--- src/design/utf16_to_utf8_encoder_top_assert.svh ---
// Assertion macros shared by the encoder modules.
`ifndef UTF16_TO_UTF8_ENCODER_TOP_ASSERT_SVH
`define UTF16_TO_UTF8_ENCODER_TOP_ASSERT_SVH

// Check a property on every clock edge outside reset.
`define U8E_ASSERT(label, prop, msg) \
  label: assert property (@(posedge clk_i) disable iff (!rst_ni) (prop)) else $error(msg);

// Check that a condition implies another one in the next cycle.
`define U8E_ASSERT_NEXT(label, ante, cons, msg) \
  label: assert property (@(posedge clk_i) disable iff (!rst_ni) (ante) |=> (cons)) \
    else $error(msg);

`endif

--- src/design/utf8e_pkg.sv ---
package utf8e_pkg;

  localparam int unsigned FifoDepth = 4;
  localparam int unsigned PtrW      = $clog2(FifoDepth);
  localparam int unsigned CntW      = $clog2(FifoDepth + 1);

  localparam int unsigned MaxBytes  = 6;
  localparam int unsigned ByteCntW  = 3;

  localparam logic [5:0]  HighSurrTag  = 6'b110110;
  localparam logic [5:0]  LowSurrTag   = 6'b110111;
  localparam logic [20:0] SuppBase     = 21'h10000;
  localparam logic [20:0] OneByteMax   = 21'h7F;
  localparam logic [20:0] TwoByteMax   = 21'h7FF;
  localparam logic [20:0] ThreeByteMax = 21'hFFFF;

  typedef struct packed {
    logic [15:0] code_unit;
    logic        string_last;
  } in_t;

  typedef struct packed {
    logic [7:0] out_byte;
    logic       run_last;
  } out_t;

  // Bytes of one encoded scalar value, first byte at index 0.
  typedef struct packed {
    logic [3:0][7:0]     b;
    logic [ByteCntW-1:0] n;
  } enc_t;

  // Bytes caused by one input item, first byte at index 0.
  typedef struct packed {
    logic [MaxBytes-1:0][7:0] bytes;
    logic [ByteCntW-1:0]      cnt;
  } seq_t;

  function automatic enc_t encode(logic [20:0] c);
    enc_t e;
    e.b = '0;
    if (c <= OneByteMax) begin
      e.b[0] = c[7:0];
      e.n    = ByteCntW'(1);
    end else if (c <= TwoByteMax) begin
      e.b[0] = {3'b110, c[10:6]};
      e.b[1] = {2'b10, c[5:0]};
      e.n    = ByteCntW'(2);
    end else if (c <= ThreeByteMax) begin
      e.b[0] = {4'b1110, c[15:12]};
      e.b[1] = {2'b10, c[11:6]};
      e.b[2] = {2'b10, c[5:0]};
      e.n    = ByteCntW'(3);
    end else begin
      e.b[0] = {5'b11110, c[20:18]};
      e.b[1] = {2'b10, c[17:12]};
      e.b[2] = {2'b10, c[11:6]};
      e.b[3] = {2'b10, c[5:0]};
      e.n    = ByteCntW'(4);
    end
    return e;
  endfunction

endpackage

--- src/design/utf8e_front.sv ---
module utf8e_front (
  input  logic             clk_i,
  input  logic             rst_ni,
  input  logic             accept_i,
  input  utf8e_pkg::in_t   item_i,
  output logic             seq_push_o,
  output utf8e_pkg::seq_t  seq_o
);

  logic       held_q, held_d;
  logic [9:0] hbits_q, hbits_d;

  logic            is_high, is_low, hold_new;
  utf8e_pkg::enc_t enc_held, enc_pair, enc_unit;

  assign is_high  = item_i.code_unit[15:10] == utf8e_pkg::HighSurrTag;
  assign is_low   = item_i.code_unit[15:10] == utf8e_pkg::LowSurrTag;
  assign hold_new = is_high && !item_i.string_last;

  assign enc_held = utf8e_pkg::encode({5'b0, utf8e_pkg::HighSurrTag, hbits_q});
  assign enc_pair = utf8e_pkg::encode(utf8e_pkg::SuppBase +
                                      {1'b0, hbits_q, item_i.code_unit[9:0]});
  assign enc_unit = utf8e_pkg::encode({5'b0, item_i.code_unit});

  always_comb begin
    seq_o = '0;
    if (held_q && is_low) begin
      seq_o.bytes[3:0] = enc_pair.b;
      seq_o.cnt        = enc_pair.n;
    end else if (held_q) begin
      // Flush the lone held surrogate, then append the new unit behind it unless that unit is held in turn.
      seq_o.bytes[2:0] = enc_held.b[2:0];
      seq_o.cnt        = enc_held.n;
      if (!hold_new) begin
        seq_o.bytes[5:3] = enc_unit.b[2:0];
        seq_o.cnt        = enc_held.n + enc_unit.n;
      end
    end else if (!hold_new) begin
      seq_o.bytes[3:0] = enc_unit.b;
      seq_o.cnt        = enc_unit.n;
    end
  end

  assign seq_push_o = accept_i && (seq_o.cnt != '0);

  always_comb begin
    held_d  = held_q;
    hbits_d = hbits_q;
    if (accept_i) begin
      held_d  = hold_new;
      hbits_d = hold_new ? item_i.code_unit[9:0] : '0;
    end
  end

  always_ff @(posedge clk_i or negedge rst_ni) begin
    if (!rst_ni) begin
      held_q  <= 1'b0;
      hbits_q <= '0;
    end else begin
      held_q  <= held_d;
      hbits_q <= hbits_d;
    end
  end

`include "utf16_to_utf8_encoder_top_assert.svh"

  `U8E_ASSERT_NEXT(a_last_clears_hold, accept_i && item_i.string_last, !held_q, "surrogate held after last unit")
  `U8E_ASSERT_NEXT(a_hold_quiet, accept_i && hold_new && !held_q, !$past(seq_push_o), "held surrogate pushed bytes")

endmodule

--- src/design/utf8e_fifo.sv ---
module utf8e_fifo (
  input  logic             clk_i,
  input  logic             rst_ni,
  input  logic             push_i,
  input  utf8e_pkg::seq_t  wdata_i,
  output logic             full_o,
  input  logic             pop_i,
  output utf8e_pkg::seq_t  rdata_o,
  output logic             empty_o
);

  utf8e_pkg::seq_t                     mem_q [utf8e_pkg::FifoDepth];
  logic [utf8e_pkg::PtrW-1:0]          wptr_q, wptr_d, rptr_q, rptr_d;
  logic [utf8e_pkg::CntW-1:0]          cnt_q, cnt_d;
  logic                                do_push, do_pop;

  assign full_o  = cnt_q == utf8e_pkg::CntW'(utf8e_pkg::FifoDepth);
  assign empty_o = cnt_q == '0;
  assign do_push = push_i && !full_o;
  assign do_pop  = pop_i && !empty_o;
  assign rdata_o = mem_q[rptr_q];

  always_comb begin
    wptr_d = wptr_q;
    rptr_d = rptr_q;
    cnt_d  = cnt_q;
    if (do_push) begin
      wptr_d = (wptr_q == utf8e_pkg::PtrW'(utf8e_pkg::FifoDepth - 1)) ? '0 : wptr_q + 1'b1;
    end
    if (do_pop) begin
      rptr_d = (rptr_q == utf8e_pkg::PtrW'(utf8e_pkg::FifoDepth - 1)) ? '0 : rptr_q + 1'b1;
    end
    if (do_push && !do_pop) begin
      cnt_d = cnt_q + 1'b1;
    end else if (do_pop && !do_push) begin
      cnt_d = cnt_q - 1'b1;
    end
  end

  always_ff @(posedge clk_i) begin
    if (do_push) begin
      mem_q[wptr_q] <= wdata_i;
    end
  end

  always_ff @(posedge clk_i or negedge rst_ni) begin
    if (!rst_ni) begin
      wptr_q <= '0;
      rptr_q <= '0;
      cnt_q  <= '0;
    end else begin
      wptr_q <= wptr_d;
      rptr_q <= rptr_d;
      cnt_q  <= cnt_d;
    end
  end

`include "utf16_to_utf8_encoder_top_assert.svh"

  `U8E_ASSERT(a_fifo_cnt_range, cnt_q <= utf8e_pkg::CntW'(utf8e_pkg::FifoDepth), "fifo count overflow")

endmodule

--- src/design/utf8e_back.sv ---
module utf8e_back (
  input  logic             clk_i,
  input  logic             rst_ni,
  input  utf8e_pkg::seq_t  seq_i,
  input  logic             seq_empty_i,
  output logic             seq_pop_o,
  input  logic             pop_i,
  output logic             empty_o,
  output utf8e_pkg::out_t  out_o
);

  utf8e_pkg::seq_t                 cur_q, cur_d;
  logic                            valid_q, valid_d;
  logic [utf8e_pkg::ByteCntW-1:0]  idx_q, idx_d;
  logic                            last_byte, done;

  assign empty_o         = !valid_q;
  assign last_byte       = idx_q == cur_q.cnt - 1'b1;
  assign out_o.out_byte  = cur_q.bytes[idx_q];
  assign out_o.run_last  = last_byte;
  assign done            = !valid_q || (pop_i && last_byte);
  assign seq_pop_o       = done && !seq_empty_i;

  always_comb begin
    cur_d   = cur_q;
    valid_d = valid_q;
    idx_d   = idx_q;
    if (done) begin
      // Load the next sequence in the same cycle the last byte leaves.
      valid_d = !seq_empty_i;
      cur_d   = seq_i;
      idx_d   = '0;
    end else if (pop_i) begin
      idx_d = idx_q + 1'b1;
    end
  end

  always_ff @(posedge clk_i) begin
    cur_q <= cur_d;
  end

  always_ff @(posedge clk_i or negedge rst_ni) begin
    if (!rst_ni) begin
      valid_q <= 1'b0;
      idx_q   <= '0;
    end else begin
      valid_q <= valid_d;
      idx_q   <= idx_d;
    end
  end

`include "utf16_to_utf8_encoder_top_assert.svh"

  `U8E_ASSERT(a_idx_in_seq, !valid_q || (cur_q.cnt != '0 && idx_q < cur_q.cnt), "byte index outside sequence")

endmodule

--- src/design/utf16_to_utf8_encoder_top.sv ---
// UTF-16 to UTF-8 encoder.
// Input queue: drive in_data_i (code_unit, string_last) with push_i; the code
// unit is taken on a clock edge where push_i is high and full_o is low.
// Output queue: while empty_o is low, out_data_o holds the oldest UTF-8 byte;
// pop_i on such an edge consumes it. run_last marks the final byte that one
// code unit caused. A high surrogate that is not the last unit of a string
// causes no byte and is held until the next unit.
// With the back end idle, a taken unit is written into the queue, then loaded
// into the serializer, where its first byte is visible and can be popped.
// Throughput: one code unit per cycle is taken while full_o is low, and one
// byte per cycle is delivered while pop_i is high and empty_o is low; one
// code unit yields 0 to 6 bytes, which the serializer sends out in order.
// A four-entry queue between classifier and serializer absorbs bursts.
// When the receiver stops popping, the queue fills and full_o rises; no byte
// is lost. Reset clears the held surrogate and empties both queues.
module utf16_to_utf8_encoder_top (
  input  logic             clk_i,
  input  logic             rst_ni,
  input  logic             push_i,
  input  utf8e_pkg::in_t   in_data_i,
  output logic             full_o,
  input  logic             pop_i,
  output logic             empty_o,
  output utf8e_pkg::out_t  out_data_o
);

  logic            accept;
  logic            seq_push, seq_pop, seq_empty;
  utf8e_pkg::seq_t seq_w, seq_r;

  assign accept = push_i && !full_o;

  utf8e_front u_front (
    .clk_i,
    .rst_ni,
    .accept_i   (accept),
    .item_i     (in_data_i),
    .seq_push_o (seq_push),
    .seq_o      (seq_w)
  );

  utf8e_fifo u_fifo (
    .clk_i,
    .rst_ni,
    .push_i  (seq_push),
    .wdata_i (seq_w),
    .full_o  (full_o),
    .pop_i   (seq_pop),
    .rdata_o (seq_r),
    .empty_o (seq_empty)
  );

  utf8e_back u_back (
    .clk_i,
    .rst_ni,
    .seq_i       (seq_r),
    .seq_empty_i (seq_empty),
    .seq_pop_o   (seq_pop),
    .pop_i       (pop_i),
    .empty_o     (empty_o),
    .out_o       (out_data_o)
  );

endmodule

--- config.mk ---
export PLATFORM = sky130hd
export DESIGN_NAME = utf16_to_utf8_encoder_top
export DESIGN_NICKNAME = d
export VERILOG_FILES = /design/src/design/utf8e_pkg.sv /design/src/design/utf8e_front.sv /design/src/design/utf8e_fifo.sv /design/src/design/utf8e_back.sv /design/src/design/utf16_to_utf8_encoder_top.sv
export VERILOG_INCLUDE_DIRS = /design/src /design/src/design
export SDC_FILE = /design/constraint.sdc
export NUM_CORES = 1
export LEC_CHECK = 0
export ABC_AREA = 1
export CAP_MARGIN = 15
export CELL_PAD_IN_SITES_DETAIL_PLACEMENT = 1
export CELL_PAD_IN_SITES_GLOBAL_PLACEMENT = 2
export CORE_MARGIN = 2
export CORE_UTILIZATION = 40
export DETAILED_ROUTE_END_ITERATION = 10
export DONT_BUFFER_PORTS = 1
export PLACE_DENSITY = 0.71
export SLEW_MARGIN = 20
export SYNTH_ARGS = -nofsm -noshare
export SYNTH_HDL_FRONTEND = slang
export SYNTH_SLANG_ARGS = --single-unit
--- constraint.sdc ---
create_clock -name clk_i -period 6 [get_ports clk_i]
set_input_delay 1.2 -clock clk_i [delete_from_list [all_inputs] [get_ports clk_i]]
set_output_delay 1.2 -clock clk_i [all_outputs]
set_load 0.005 [all_outputs]
Yosys cells after proc, flatten, opt, wreduce, memory -nomap -nowiden
Memory sizes are Yosys's and may differ from the RTL's. A register that Yosys moved wholly into a read port is not among the register bits.
Cells that the tools add are included.
Operators by class
  add/subtract/negate cells: 8
  $lt $le $gt $ge: 6
  eq/ne operators: 6
  muxes and demuxes: 30
  reductions and logical operators: 21
Operator list (number)
  27-bit 2-to-1 mux: 3
  35-bit 2-to-1 mux: 2
  16-bit 2-to-1 mux: 4
  24-bit 2-to-1 mux: 2
  19-bit 2-to-1 mux: 2
  25-bit 2-to-1 mux: 1
  8-bit binary-select mux with 3-bit select: 1
  8-bit 2-to-1 mux: 3
  11-bit 2-to-1 mux: 2
  17-bit by 20-bit adder with 21-bit output, first input constant: 1
  21-bit by 11-bit less-or-equal comparator with 1-bit output, second input constant: 1
  21-bit by 16-bit less-or-equal comparator with 1-bit output, second input constant: 1
  21-bit by 7-bit less-or-equal comparator with 1-bit output, second input constant: 1
  16-bit by 11-bit less-or-equal comparator with 1-bit output, second input constant: 1
  16-bit by 7-bit less-or-equal comparator with 1-bit output, second input constant: 1
  3-bit 2-to-1 mux: 5
  6-bit == test, second input constant: 2
  1-bit logical AND: 10
  10-bit 2-to-1 mux: 1
  3-bit by 1-bit adder with 3-bit output, second input constant: 2
  1-bit logical NOT: 6
  3-bit by 1-bit subtractor with 3-bit output, second input constant: 2
  2-bit by 1-bit adder with 2-bit output, second input constant: 2
  2-bit == test, second input constant: 2
  other kinds (10): 13
Storage, ports and cells
  flip-flop bits (word level): 22
  memory bits (writable): 204
  input port bits: 21
  output and inout bits: 11
  memories: 1
Memory list
  u_fifo.mem_q: words 4, width 51, rd ports 1, clocked after memory_dff 1, wr ports 1, RTL line utf8e_fifo.sv:12  | utf8e_pkg::seq_t mem_q [utf8e_pkg::FifoDepth];

Depth between registers and ports, before layout
  depth in word-level cells: 16
  mapped depth: 21
  mapped depth without buffers: 21

Cells and area by module
From an unflattened synthesis, not the netlist that was laid out.
Unflattened totals
  cell total of the unflattened synthesis: 1189
  area, all modules: 13146.4 um2
Modules (own cells, without submodules)
  utf8e_fifo: instances 1, cells each 656, area each 8851.0 um2
  utf8e_back: instances 1, cells each 181, area each 2297.2 um2
  utf8e_front: instances 1, cells each 350, area each 1988.2 um2
  utf16_to_utf8_encoder_top: instances 1, cells each 2, area each 10.0 um2

Worst setup path after synthesis
No wires, ideal clock.
  path type: input port to flip-flop
  start point: input port in_data_i[8] in the netlist's numbering
  end point: memory u_fifo.mem_q[0][0] in the netlist's numbering, enable pin
  setup time: 414 ps
  arrival: 3550 ps
  required time: 5586 ps
  setup slack: 2036 ps
  stages: 13
  path buffers: 1
  cell sequence: buf_4 > nand2_1 > nor2_2 > nand3_2 > nand2_2 > nor2_4 > nor2_8 > nand2_4 > nand2_4 > nand2_4 > nand2_4 > nand2_4 > nor2_2
Between the ends
  cells in the longest elaborated chain, start to end: 12
  elaborated cells on any way between the ends: 21
  those cells by class: add/sub (2); order compare (5); mux (11); reduce/logical (3)
RTL lines
  start, declared: RTL line utf16_to_utf8_encoder_top.sv:20  | input utf8e_pkg::in_t in_data_i,
  parallel branches: the longest is 6 deep, another holds 17-bit by 20-bit adder with 21-bit output
  35-bit 2-to-1 mux *: RTL line utf8e_front.sv:27  | if (held_q && is_low) begin
  3-bit nonzero test *: RTL line utf8e_front.sv:44  | assign seq_push_o = accept_i && (seq_o.cnt != '0);
  1-bit logical AND *: RTL line utf8e_front.sv:44
  1-bit logical AND *: RTL line utf8e_fifo.sv:19  | assign do_push = push_i && !full_o;
  1-bit 2-to-1 mux *: RTL line utf8e_fifo.sv:41  | if (do_push) begin
  1-bit 2-to-1 mux (implied by the code) *: RTL line utf8e_fifo.sv:42  | mem_q[wptr_q] <= wdata_i;
  end, declared: RTL line utf8e_fifo.sv:12
Every way passes the cells marked *.

Worst setup path in the final report
  start point: input port in_data_i[14] in the netlist's numbering
  end point: memory u_fifo.mem_q[2][19] in the netlist's numbering, enable pin
Between the ends
  cells in the longest elaborated chain, start to end: 12
  elaborated cells on any way between the ends: 18
  those cells by class: add/sub (1); order compare (2); eq/ne (2); mux (8); reduce/logical (5)
RTL lines
  16-bit by 11-bit less-or-equal comparator with 1-bit output: RTL line utf8e_pkg.sv:45  | end else if (c <= TwoByteMax) begin
  19-bit 2-to-1 mux: RTL line utf8e_pkg.sv:45
  11-bit 2-to-1 mux: RTL line utf8e_pkg.sv:42  | if (c <= OneByteMax) begin
  2-bit by 3-bit adder with 3-bit output: RTL line utf8e_front.sv:36  | seq_o.cnt = enc_held.n + enc_unit.n;
  3-bit 2-to-1 mux: RTL line utf8e_front.sv:34  | if (!hold_new) begin
  35-bit 2-to-1 mux: RTL line utf8e_front.sv:30  | end else if (held_q) begin
  35-bit 2-to-1 mux *: RTL line utf8e_front.sv:27
  3-bit nonzero test *: RTL line utf8e_front.sv:44
  1-bit logical AND *: RTL line utf8e_front.sv:44
  1-bit logical AND *: RTL line utf8e_fifo.sv:19
  1-bit 2-to-1 mux *: RTL line utf8e_fifo.sv:41
  1-bit 2-to-1 mux (implied by the code) *: RTL line utf8e_fifo.sv:42
Mark *: on every way between the ends. The rest lies on a longest branch, timed or not.

==> qor.tcl <==
set qor(peakVddDrop_v) 0.000276
set qor(seq_area_frac_synth_pct) 67.3
set qor(drv.max_cap_violation_count) 0
set qor(firstDrtPassIters) 5
set qor(via_count_of_the_first_global_routing_pass) 7600
set qor(critPathLaunchType) {input port}
set qor(power_leakage_nw) 4.36
set qor(postSynthAreaPerCell_um2) 11.3
set qor(wl_met1_um) 14600
set qor(tritoncts) {yes}
set qor(wl_um) 31200
set qor(synth_edf_count) 235
set qor(async_reset_ff_share_pct) 8.56
set qor(maximum_number_of_pins_on_one_net_before_global_route_repair) 57
set qor(crit_path_max_fanout) 29
set qor(worst_slew_margin_rel_pct) 37.4
set qor(cts.sink_count) 257
set qor(slowest_delay_ns) 0.75
set qor(final_worst_path_cycle_share_pct) 66.6
set qor(detail_route.drc_violations) 0
set qor(hold_path_class) {input port to async pin}
set qor(achievable-frequency_mhz) 250
set qor(combined_buffer_and_inverter_count_along_the_critical_path) 2
set qor(cp.required_ns) 6.24
set qor(cp_top_family) {simple AND/OR/NAND/NOR gates}
set qor(cpMaxStageDelayCell) {sky130_fd_sc_hd__nor2_4}
set qor(drive_gt1_share_pct) 9.37
set qor(antenna_violating_nets_post_route) 0
set qor(critical_path.cell_chain) {inv_1 > nand2_1 > nor2_1 > nand4_1 > nand3_2 > nor2_1 > nor2_1 > nand2_4 > nand2_4 > nand2_4 > nor2_4 > buf_4}
set qor(final_cells) 1393
set qor(synth-seq-cells) 257
set qor(post_cts_buffers) 0
set qor(netlist.area_leader.share_pct) 62.5
set qor(h-tree-depth) 1
set qor(num_io_pins) 32
set qor(dp.cells) 1341
set qor(synthTopCellsByArea) {sky130_fd_sc_hd__edfxtp_1 (62%), sky130_fd_sc_hd__o21ai_0 (6.2%), sky130_fd_sc_hd__nor2_1 (5.4%)}
set qor(clkLatencyLatePin_ns) 0.57
set qor(crit_path_start) {in_data_i[14]}
set qor(tritoncts.num_buffers) 28
set qor(rsz0062_at_grt) {false}
set qor(drv_slew) 0
set qor(syn_inst) 999
set qor(cts.clk_slew.worst_paths_ns) 0.06
set qor(post_drt_via_cell_ratio) 5.41
set qor(post_synth_instance_area_mm2) 0.0113
set qor(cts-root-buf) {sky130_fd_sc_hd__clkbuf_16}
set qor(detailed_place_hpwl_um) 21600
set qor(grt_pass1_wl_um) 47100
set qor(num_rows) 61
set qor(timing.setup.critical_path_class) {input port to register}
set qor(critical_path.endpoint_type) {register}
set qor(met2RoutedLength_um) 14700
set qor(reg2reg_setup_slack_ns) 2.08
set qor(dr.max_layer_used) {met4}
set qor(timing.clock.skew_ns) 0.0531
set qor(setup_total_negative_slack_ns) 0
set qor(worstPathArrival_ns) 4.23
set qor(timing.final.hold_violations) 0
set qor(design.die.area_mm2) 0.0296
set qor(synth.net_count) 1031
set qor(vias) 7543
set qor(timing.rr.start) {u_front.held_q$_DFFE_PN0P_}
set qor(layout_min_cycle_time_ns) 4.00
set qor(synth-warning-count) 0
set qor(grt.overflow.total) 0
set qor(power.density_cell_area_mw_per_mm2) 456
set qor(yosys_most_used_dff) {sky130_fd_sc_hd__edfxtp_1}
set qor(global_route.usage.total_pct) 21.5
set qor(drt_iter0_markers) 549
set qor(post_cts_resized) 0
set qor(setup_viol) 0
set qor(die_width_um) 172
set qor(routed_wire_length_per_instance_um) 22.4
set qor(core_region_area_mm2) 0.0278
set qor(max-clock-path-buffers) 3
set qor(start_util_pct) 40.7
set qor(synthDistinctLibCells) 40
set qor(status) {finished clean}
set qor(dieHeight_um) 172
set qor(timing_worst_slew_pin_value_ns) 0.936
set qor(area_delta_synth_final_pct) 10.8
set qor(number_of_nets_at_the_end_of_the_flow) 1025
set qor(wl_met3_um) 1330
set qor(globalplace.congestion) 0.862
set qor(portBuffers) 0
set qor(yosysTopAreaCell) {sky130_fd_sc_hd__edfxtp_1}
set qor(antenna_found_initial) 5
set qor(holdBufCountCts) 0
power breakdown:
| group | leakage [nW] | internal, mW | switching (mW) |
|---|---|---|---|
| registers | 2.42 | 2.46 | 0.178 |
| clock network | 0.408 | 0.905 | 0.679 |
| logic | 1.53 | 0.398 | 1.09 |
| total | 4.36 | 3.76 | 1.95 |
per-layer routing:
| layer | track usage, % | vias up |
|---|---|---|
| met5 | 0 | - |
| met4 | 4.97 | 0 |
| met3 | 2.91 | 34 |
| met2 | 34.6 | 158 |
| met1 | 31.0 | 3803 |
| li1 | - | 3548 |
registers in the layout, summed over array words and instances (netlist names):
signal,cells
u_back.cur_q,47
u_back.idx_q,3
u_back.valid_q,1
u_fifo.cnt_q,3
u_fifo.mem_q,188
u_fifo.rptr_q,2
u_fifo.wptr_q,2
u_front.hbits_q,10
u_front.held_q,1
metrics by stage:
step,utilization [%],power [mW],worst slack (ns),cell area [um2],hold slack (ns)
2_1_floorplan,-,3.61,2.04,11300,0.492
3_3_place_gp,42.0,4.17,1.41,11700,0.522
3_5_place_dp,42.0,4.21,1.41,11700,0.525
4_1_cts,45.1,5.79,1.99,12500,0.307
5_1_grt,45.1,6.05,1.72,12500,0.304
6_report,45.1,5.71,2.00,12500,0.328
placed cells by master (no fill, tap or decap), drive strengths merged, types with 2 or more instances in the layout:
cell,count
edfxtp,235
nor2,182
o21ai,146
nand2,117
inv,71
o22ai,69
nand3,38
clkbuf,36
a21oi,26
dfrtp,22
clkinv,12
ha,10
buf,10
nand4,9
nor3,6
a22oi,4
xor2,3
o211ai,3
clkinvlp,3
xnor2,2
o21a,2
worst reg2reg max path: stages (launching register included):
cell and delay, ns:
sky130_fd_sc_hd__dfrtp_1 0.69, sky130_fd_sc_hd__nand4_1 0.76, sky130_fd_sc_hd__nand3_2 0.39, sky130_fd_sc_hd__nor2_1 0.07
sky130_fd_sc_hd__nor2_1 0.24, sky130_fd_sc_hd__nand2_4 0.09, sky130_fd_sc_hd__nand2_4 0.08, sky130_fd_sc_hd__nand2_4 0.11
sky130_fd_sc_hd__nor2_4 0.75, sky130_fd_sc_hd__buf_4 0.46
cells in the mapped netlist (4+ instances only):
cell	count
sky130_fd_sc_hd__nand3_2	4
sky130_fd_sc_hd__nand3_1	34
sky130_fd_sc_hd__nand2_4	8
sky130_fd_sc_hd__nand2_1	103
sky130_fd_sc_hd__a22oi_1	4
sky130_fd_sc_hd__o22ai_1	69
sky130_fd_sc_hd__a21oi_1	26
sky130_fd_sc_hd__inv_1	66
sky130_fd_sc_hd__o21ai_0	139
sky130_fd_sc_hd__clkbuf_1	39
sky130_fd_sc_hd__edfxtp_1	235
sky130_fd_sc_hd__nand4_1	9
sky130_fd_sc_hd__nor2_1	164
sky130_fd_sc_hd__nor2_4	9
sky130_fd_sc_hd__ha_1	10
sky130_fd_sc_hd__nor2_2	7
sky130_fd_sc_hd__nor3_1	6
sky130_fd_sc_hd__o21ai_1	7
sky130_fd_sc_hd__nand2_2	6
sky130_fd_sc_hd__dfrtp_1	22
sky130_fd_sc_hd__buf_4	4
cell families after synthesis:
family	Yosys count	share of synthesized area (%)
adder cells (fa/ha/maj)	11	1.28
AO/OA/AOI/OAI	253	12.2
XOR/XNOR	5	0.388
buffers and inverters	118	4.26
multiplexers	1	0.0997
AND/OR/NAND/NOR	354	14.4
flip-flops	257	67.3
final cells by class:
| cell class | instances | area (um2) |
|---|---|---|
| inverter | 72 | 278 |
| sequential | 257 | 7610 |
| clock buffer | 36 | 731 |
| timing repair buffer | 10 | 75.1 |
| fill | 3051 | 15300 |
| clock inverter | 15 | 126 |
| multi-input combinational | 624 | 3230 |
| antenna | 1 | 2.50 |
| tap | 378 | 473 |
worst paths after layout:
kind | depth (start not counted) | end
max | 12 | u_fifo.mem_q[2][19]$_DFFE_PP_
min | 0 | u_back.valid_q$_DFFE_PN0P_
max reg2reg | 9 | u_fifo.mem_q[2][19]$_DFFE_PP_
min reg2reg | 1 | u_fifo.cnt_q[0]$_DFFE_PN0P_
max in group asynchronous | 0 | u_front.held_q$_DFFE_PN0P_
min in group clk_i | 1 | u_fifo.cnt_q[0]$_DFFE_PN0P_
Note: power is estimated with default switching activity, not from simulation.
